==> config.mk <==
export PLATFORM = sky130hd
export DESIGN_NAME = tsm_div
export DESIGN_NICKNAME = d
export VERILOG_FILES = /design/src/hdl/time_signature_map_assert.svh /design/src/hdl/tsm_pkg.sv /design/src/hdl/tsm_div.sv
export SDC_FILE = /design/constraint.sdc
export NUM_CORES = 1
export LEC_CHECK = 0
export ABC_AREA = 1
export BUFFER_PORTS_ARGS = -buffer_cell sky130_fd_sc_hd__buf_4
export CORE_ASPECT_RATIO = 0.8
export CORE_MARGIN = 1
export CORE_UTILIZATION = 58
export DETAILED_ROUTE_END_ITERATION = 10
export HOLD_SLACK_MARGIN = 0.05
export PLACE_DENSITY = 0.95
export SYNTH_ARGS = -nofsm -noshare
export SYNTH_HDL_FRONTEND = slang
export SYNTH_SLANG_ARGS = --single-unit
==> constraint.sdc <==
create_clock -name clock -period 5.9 [get_ports clock]
set_input_delay 0.295 -clock clock [delete_from_list [all_inputs] [get_ports clock]]
set_output_delay 0.295 -clock clock [all_outputs]
set_load 0.03 [all_outputs]
==> src/hdl/time_signature_map_assert.svh <==
`ifndef TIME_SIGNATURE_MAP_ASSERT_SVH
`define TIME_SIGNATURE_MAP_ASSERT_SVH

// Checks a condition that must hold in the same cycle as its trigger.
`define TSM_ASSERT_SAME(lbl, ante, cons) \
   lbl: assert property (@(posedge clock) disable iff (reset) (ante) |-> (cons)) \
      else $error("time_signature_map check failed");

// Checks a condition that must hold in the cycle after its trigger.
`define TSM_ASSERT_NEXT(lbl, ante, cons) \
   lbl: assert property (@(posedge clock) disable iff (reset) (ante) |=> (cons)) \
      else $error("time_signature_map check failed");

`endif

==> src/hdl/tsm_pkg.sv <==
package tsm_pkg;

   localparam int MAX_CHANGES     = 64;
   localparam int IDX_W           = $clog2(MAX_CHANGES);
   localparam int CNT_W           = $clog2(MAX_CHANGES + 1);
   localparam int TICKS_PER_WHOLE = 1920;
   localparam int TICKS_PER_BEAT  = 480;
   localparam int DIVD_W          = 35;
   localparam int DIVS_W          = 19;
   localparam int DIV_CNT_W       = $clog2(DIVD_W);

   typedef logic [CNT_W-1:0]     count_type;
   typedef logic [IDX_W-1:0]     index_type;
   typedef logic [DIVD_W-1:0]    dividend_type;
   typedef logic [DIVS_W-1:0]    divisor_type;
   typedef logic [DIV_CNT_W-1:0] div_count_type;

   localparam logic [1:0] FUNC_ADD = 2'd0;
   localparam logic [1:0] FUNC_FWD = 2'd1;
   localparam logic [1:0] FUNC_REV = 2'd2;

   localparam logic [2:0] ST_OK        = 3'd0;
   localparam logic [2:0] ST_REPEAT    = 3'd1;
   localparam logic [2:0] ST_NOT_INCR  = 3'd2;
   localparam logic [2:0] ST_FULL      = 3'd3;
   localparam logic [2:0] ST_ZERO_SIG  = 3'd4;

   typedef struct packed {
      logic [15:0] measure;
      logic [7:0]  num;
      logic [7:0]  denom;
      logic [31:0] start;
   } sig_entry_type;

   typedef struct packed {
      logic         start;
      dividend_type dividend;
      divisor_type  divisor;
   } div_req_type;

   typedef struct packed {
      logic         done;
      dividend_type quotient;
      divisor_type  remainder;
   } div_rsp_type;

   typedef enum logic [3:0] {
      S_IDLE,
      S_DECODE,
      S_ADD_RD,
      S_ADD_CHK,
      S_SCAN_RD,
      S_SCAN_CMP,
      S_MUL,
      S_DIV_GO,
      S_DIV_WAIT,
      S_DONE
   } state_type;

   typedef enum logic [2:0] {
      PH_SPAN,
      PH_LEN,
      PH_MEAS,
      PH_BEAT,
      PH_BPM
   } phase_type;

endpackage

==> src/hdl/tsm_div.sv <==
module tsm_div (
   input  logic                 clock,
   input  logic                 reset,
   input  tsm_pkg::div_req_type div_req,
   output tsm_pkg::div_rsp_type div_rsp
);

   logic                   busy_ff, busy_in;
   logic                   done_ff, done_in;
   tsm_pkg::div_count_type cnt_ff, cnt_in;
   tsm_pkg::dividend_type  quo_ff, quo_in;
   tsm_pkg::divisor_type   rem_ff, rem_in;
   tsm_pkg::divisor_type   dvs_ff, dvs_in;
   logic [tsm_pkg::DIVS_W:0]   shifted;
   logic [tsm_pkg::DIVS_W+1:0] trial;
   logic                       fits;

   always_comb begin
      shifted = {rem_ff, quo_ff[tsm_pkg::DIVD_W-1]};
      trial   = {1'b0, shifted} - {2'b00, dvs_ff};
      fits    = ~trial[tsm_pkg::DIVS_W+1];
      busy_in = busy_ff;
      done_in = 1'b0;
      cnt_in  = cnt_ff;
      quo_in  = quo_ff;
      rem_in  = rem_ff;
      dvs_in  = dvs_ff;
      if (div_req.start) begin
         busy_in = 1'b1;
         cnt_in  = tsm_pkg::div_count_type'(tsm_pkg::DIVD_W - 1);
         quo_in  = div_req.dividend;
         rem_in  = '0;
         dvs_in  = div_req.divisor;
      end else if (busy_ff) begin
         quo_in = {quo_ff[tsm_pkg::DIVD_W-2:0], fits};
         rem_in = fits ? trial[tsm_pkg::DIVS_W-1:0] : shifted[tsm_pkg::DIVS_W-1:0];
         cnt_in = cnt_ff - tsm_pkg::div_count_type'(1);
         if (cnt_ff == '0) begin
            busy_in = 1'b0;
            done_in = 1'b1;
         end
      end
   end

   always_ff @(posedge clock) begin
      if (reset) begin
         busy_ff <= 1'b0;
         done_ff <= 1'b0;
      end else begin
         busy_ff <= busy_in;
         done_ff <= done_in;
      end
      cnt_ff <= cnt_in;
      quo_ff <= quo_in;
      rem_ff <= rem_in;
      dvs_ff <= dvs_in;
   end

   assign div_rsp.done      = done_ff;
   assign div_rsp.quotient  = quo_ff;
   assign div_rsp.remainder = rem_ff;

endmodule

---- Word-level counts from Yosys, hierarchy flattened ----
Index checks and enable logic that the tools add are counted.
storage, ports and cells
  output and inout port bits .............. 55
  register bits after elaboration ......... 81
  logic and storage cells ................. 20
cells by class
  mux-type cells .......................... 7
  $add $sub $neg .......................... 2
  bitwise gates (word level) .............. 2
  reduce and logical (&&, ||, !) cells .... 3
operators with widths
  cell                   number
  $mux W35               2
  $sub A20 B19 Y21       1
  $mux W19               1
  $logic_not A6 Y1       1
  $sub A6 B1 Y6 const B  1
  $mux W1                4
  $reduce_or A3 Y1       1
  $not A1 Y1             2
  $reduce_bool A2 Y1     1

---- Longest topological paths before layout ----
  word-level depth ........................ 4
  gate-level depth with buffers ........... 15
  gate-level depth less buffers ........... 14

---- Worst setup path after synthesis ----
Ideal clock, no wire load.
  path type ............................... register to register
  start point ............................. reg quo_ff[34]
  end point ............................... reg rem_ff[9]
  data required time ...................... 5787 ps
  arrival ................................. 2079 ps
  slack ................................... 3708 ps
  stages on the path, launching flop included .. 14
  period minus slack after synthesis ...... 2192 ps
  buffers on the path ..................... 2
  library setup time ...................... 113 ps
  path through ............................ edfxtp_1 -> inv_1 -> ha_1 -> fa_1 -> inv_1 -> nand3_1 -> nand2_1 -> nand4_1 -> nand3_2 -> buf_6 -> buf_8 -> nand2_1 -> nand3_1 -> nand2_1
between the ends
  cells in the longest elaborated chain, start to end .. 2
ends and longest elaborated chain
  what                    RTL line       text
  start, declared         tsm_div.sv:11  tsm_pkg::dividend_type quo_ff, quo_in;
  start signal, assigned  tsm_div.sv:54  quo_ff <= quo_in;
  $sub A20 B19 Y21        tsm_div.sv:20  trial = {1'b0, shifted} - {2'b00, dvs_ff};
  $mux W19                tsm_div.sv:36  rem_in = fits ? trial[tsm_pkg::DIVS_W-1:0] : shifted[tsm_pkg::DIVS_W-1:0];
  end signal, assigned    tsm_div.sv:55  rem_ff <= rem_in;
  end, declared           tsm_div.sv:12  tsm_pkg::divisor_type rem_ff, rem_in;
Every way passes these cells.
A chain may end at the register's enable or synchronous reset.

---- Worst setup path in the final report ----
  start point ............................. reg quo_ff[34]
  end point ............................... reg rem_ff[18]
Same word-level chain as after synthesis.

==> run_results.csv <==
group,metric,value,unit
status,status,"completed",
synthesis,yosysMostFrequentCell,"nand2_1",
finish,area_delta_synth_final,24.5,%
synthesis,async_reset_ff_share,0,%
placement,dp_hpwl,8030,um
worst_hold_path,whs_path_depth,1,
worst_setup_path,crit_path_max_fanout,39,
worst_setup_path,regToRegSetupSlack,3.17,ns
synthesis,synth_edf_count,54,
routing,drtPass1Iterations,8,
synthesis,synth_compound_area_share,6.91,%
routing,drtAntennaViolNets,0,
worst_setup_path,critPathMaxStageDelay,0.62,ns
synthesis,yosys.area_share.simple,28.6,%
clock_network,postCtsHoldBufs,0,
die,core,7430,um2
sta,hold_viol_final,0,
flow_run,maxCapViolations,0,
sta,rsz0062_at_grt,"no",
sta,relSlewSlack,27.8,%
clock_network,cts_sinks,81,
synthesis,synthesis.nets,641,
worst_setup_path,cp_slowest_cell,"nand3_2",
clock_network,root_buffer,"clkbuf_8",
worst_hold_path,hold_class,"in2reg",
power,p_int,0.000904,W
synthesis,synthesis.area,4470,um2
synthesis,synth_top_area_share,36.3,%
routing,drt_iter0_drc,422,
finish,postLayoutCellArea,5570,um2
die,die_h,80.5,um
finish,diodes,0,
finish,nNetsFinal,750,
synthesis,yosys_most_used_dff,"edfxtp_1",
power,p_leak,2.83,nW
power,power_frac_comb,18.9,%
synthesis,yosys_warnings,0,
sta,setup_viol,0,
worst_setup_path,required,6.15,ns
sta,fin_worst_skew,0.0156,ns
die,io_pins,112,
grt,grt_pass1_wl,18200,um
synthesis,synth.area.mux_share,0,%
sta,finalCritPeriodShare,46.3,%
synthesis,syn_inst,562,
worst_hold_path,hold_start,"div_req[14]",
synthesis,ys_ff_latch,81,
routing,drc_errors,0,
placement,pre_cts_ws,3.30,ns
clock_network,cts_max_level,3,
synthesis,ys_seq_area_share,48.3,%
finish,drive_above_1_share,21.6,%
routing,viasPerCell,5.39,
placement,dpl_cell_area,5360,um2
grt,grt_pass1_vias,3885,
synthesis,synthAdderAreaFrac,6.32,%
worst_hold_path,hold_path_end,"dvs_ff[14]",
worst_setup_path,cp-start-kind,"register",
die,fp-row-count,28,
power,p_sw_share,30.6,%
sta,fin_setup_tns,0,ns
clock_network,insertion_delay,0.36,ns
clock_network,clock_path_buffers,2,
worst_setup_path,worst_setup_path_end_kind,"register",
sta,setup_slack,3.17,ns
worst_setup_path,r2r_end,"rem_ff[18]",
sta,clock.fmax,366,MHz
routing,wl_per_cell,14.7,um
worst_setup_path,reg2regPathDepth,11,
power,vdd_drop_max,0.149,mV
routing,vias,4212,
power,p_clk_share,29.2,%
routing,wl,11500,um
grt,grt-ovfl-total,0,
die,initial_core_util,60.2,%
sta,report.final.slew_viol_count,0,
synthesis,synth_top_family_by_area,"simple AND/OR/NAND/NOR gates",
worst_setup_path,critical_path_class,"reg2reg",
power,switchingPower,0.000400,W
sta,whs,0.101,ns
worst_setup_path,crit_buf_inv,2,
synthesis,avgSynthCellArea,7.96,um2
clock_network,tritoncts,"done",
worst_setup_path,timing.rr.start,"quo_ff[34]",
sta,worst_slew_pin_slew,1.08,ns
grt,grt_use_total,29.2,%
synthesis,yosys-top-cells-area,"edfxtp_1 36%, nand2_1 19%, dfxtp_1 12%",
worst_setup_path,crit_family,"simple AND/OR/NAND/NOR gates",
power,p_seq_share,51.9,%
clock_network,post_cts_buffers,0,
placement,gp_congestion,0.993,
clock_network,cts_resized,0,
synthesis,synth_xor_area_share,1.76,%
synthesis,yosys.cell_types.count,36,
power,p_per_area,234,nW/um2
grt,antenna_found_initial,0,
clock_network,cts.clk_slew.worst_paths,0.09,ns
clock_network,numCtsBuffers,9,
die,die_area,8070,um2
synthesis,yosysTopAreaCell,"edfxtp_1",
placement,numPortBuffers,111,
worst_setup_path,path_cells,"inv_1, ha_1, fa_1, inv_1, nand3_1, nand2_1, nand4_1, nand3_2, or2_1, nand3_1, nand2_1",
die,fp.dieW,100,um
worst_setup_path,crit_arrival,2.98,ns
grt,grt_max_degree,61,
sta,period_needed,2.73,ns
synthesis,synthTopCellsByCount,"226 x nand2_1, 68 x inv_1, 54 x edfxtp_1",
area by class of cell:
type	instances	area [um2]
Sequential cell	81	2160
Multi-Input combinational cell	393	1950
Fill cell	520	1860
Timing Repair Buffer	114	876
Inverter	72	270
Tap cell	105	131
Clock buffer	10	128
Clock inverter	6	51.3
state kept, by name, summed over array words and instances, names as in the netlist:
| signal | cells |
|---|---|
| rem_ff | 19 |
| busy_ff | 1 |
| dvs_ff | 19 |
| quo_ff | 35 |
| done_ff | 1 |
| cnt_ff | 6 |
worst max path at each step:
stage          startpoint    endpoint  slack, ns  cells after the start
2_1_floorplan  quo_ff[34]   rem_ff[9]       3.71                     13
3_3_place_gp   quo_ff[34]  rem_ff[15]       3.36                     12
3_5_place_dp   quo_ff[34]  rem_ff[15]       3.30                     12
4_1_cts        quo_ff[34]  rem_ff[18]       3.23                     11
5_1_grt        quo_ff[34]  rem_ff[18]       2.94                     11
6_report       quo_ff[34]  rem_ff[18]       3.17                     11
cell families (layout without fill, tap and decap cells):
| family | Yosys count | count (layout) |
|---|---|---|
| xor+xnor | 9 | 9 |
| fa+ha+maj | 22 | 22 |
| compound gates | 51 | 51 |
| simple gates | 311 | 311 |
| flops | 81 | 81 |
| buf+inv | 88 | 202 |
power groups by stage:
stage,Combinational [W],Sequential (W),Clock [W]
global route,0.000266,0.000681,0.000405
floorplan,0.0000923,0.000734,0
detailed placement,0.000240,0.000688,0
global placement,0.000230,0.000687,0
finish,0.000247,0.000677,0.000380
CTS,0.000240,0.000677,0.000385
layout by cell type (no fill, tap or decap), types with 2 or more instances in the layout:
| cell | instances |
|---|---|
| dfxtp_1 | 27 |
| nor2_1 | 25 |
| buf_4 | 113 |
| o21ai_1 | 9 |
| nand2_1 | 226 |
| nand3_2 | 2 |
| ha_1 | 21 |
| xor2_1 | 4 |
| clkbuf_8 | 9 |
| inv_2 | 4 |
| clkinvlp_4 | 3 |
| edfxtp_1 | 54 |
| nand3_1 | 30 |
| nand2_2 | 3 |
| xnor2_1 | 5 |
| inv_1 | 67 |
| or2_1 | 6 |
| nor3b_1 | 2 |
| o21ai_0 | 11 |
| nand4_1 | 5 |
| nor2_2 | 2 |
| a21oi_1 | 20 |
| o211ai_2 | 5 |
| nor3_1 | 8 |
metal layers:
layer | vias to the layer above | global-route usage [%] | wire length, um
met5 | - | 0 | 0
met4 | 0 | 10.6 | 245
met3 | 23 | 6.35 | 968
met2 | 225 | 49.0 | 5620
met1 | 1941 | 37.2 | 4650
li1 | 2023 | - | -
per-stage QoR:
step                      total power [W]  util [%]  instances
after floorplan                  0.000826         -        562
after global placement           0.000917      72.2        764
after detailed placement         0.000927      72.2        764
after CTS                         0.00130      74.6        780
after global routing              0.00135      75.0        781
final                             0.00130      75.0        781
Note: power is estimated with default switching activity, not from simulation.
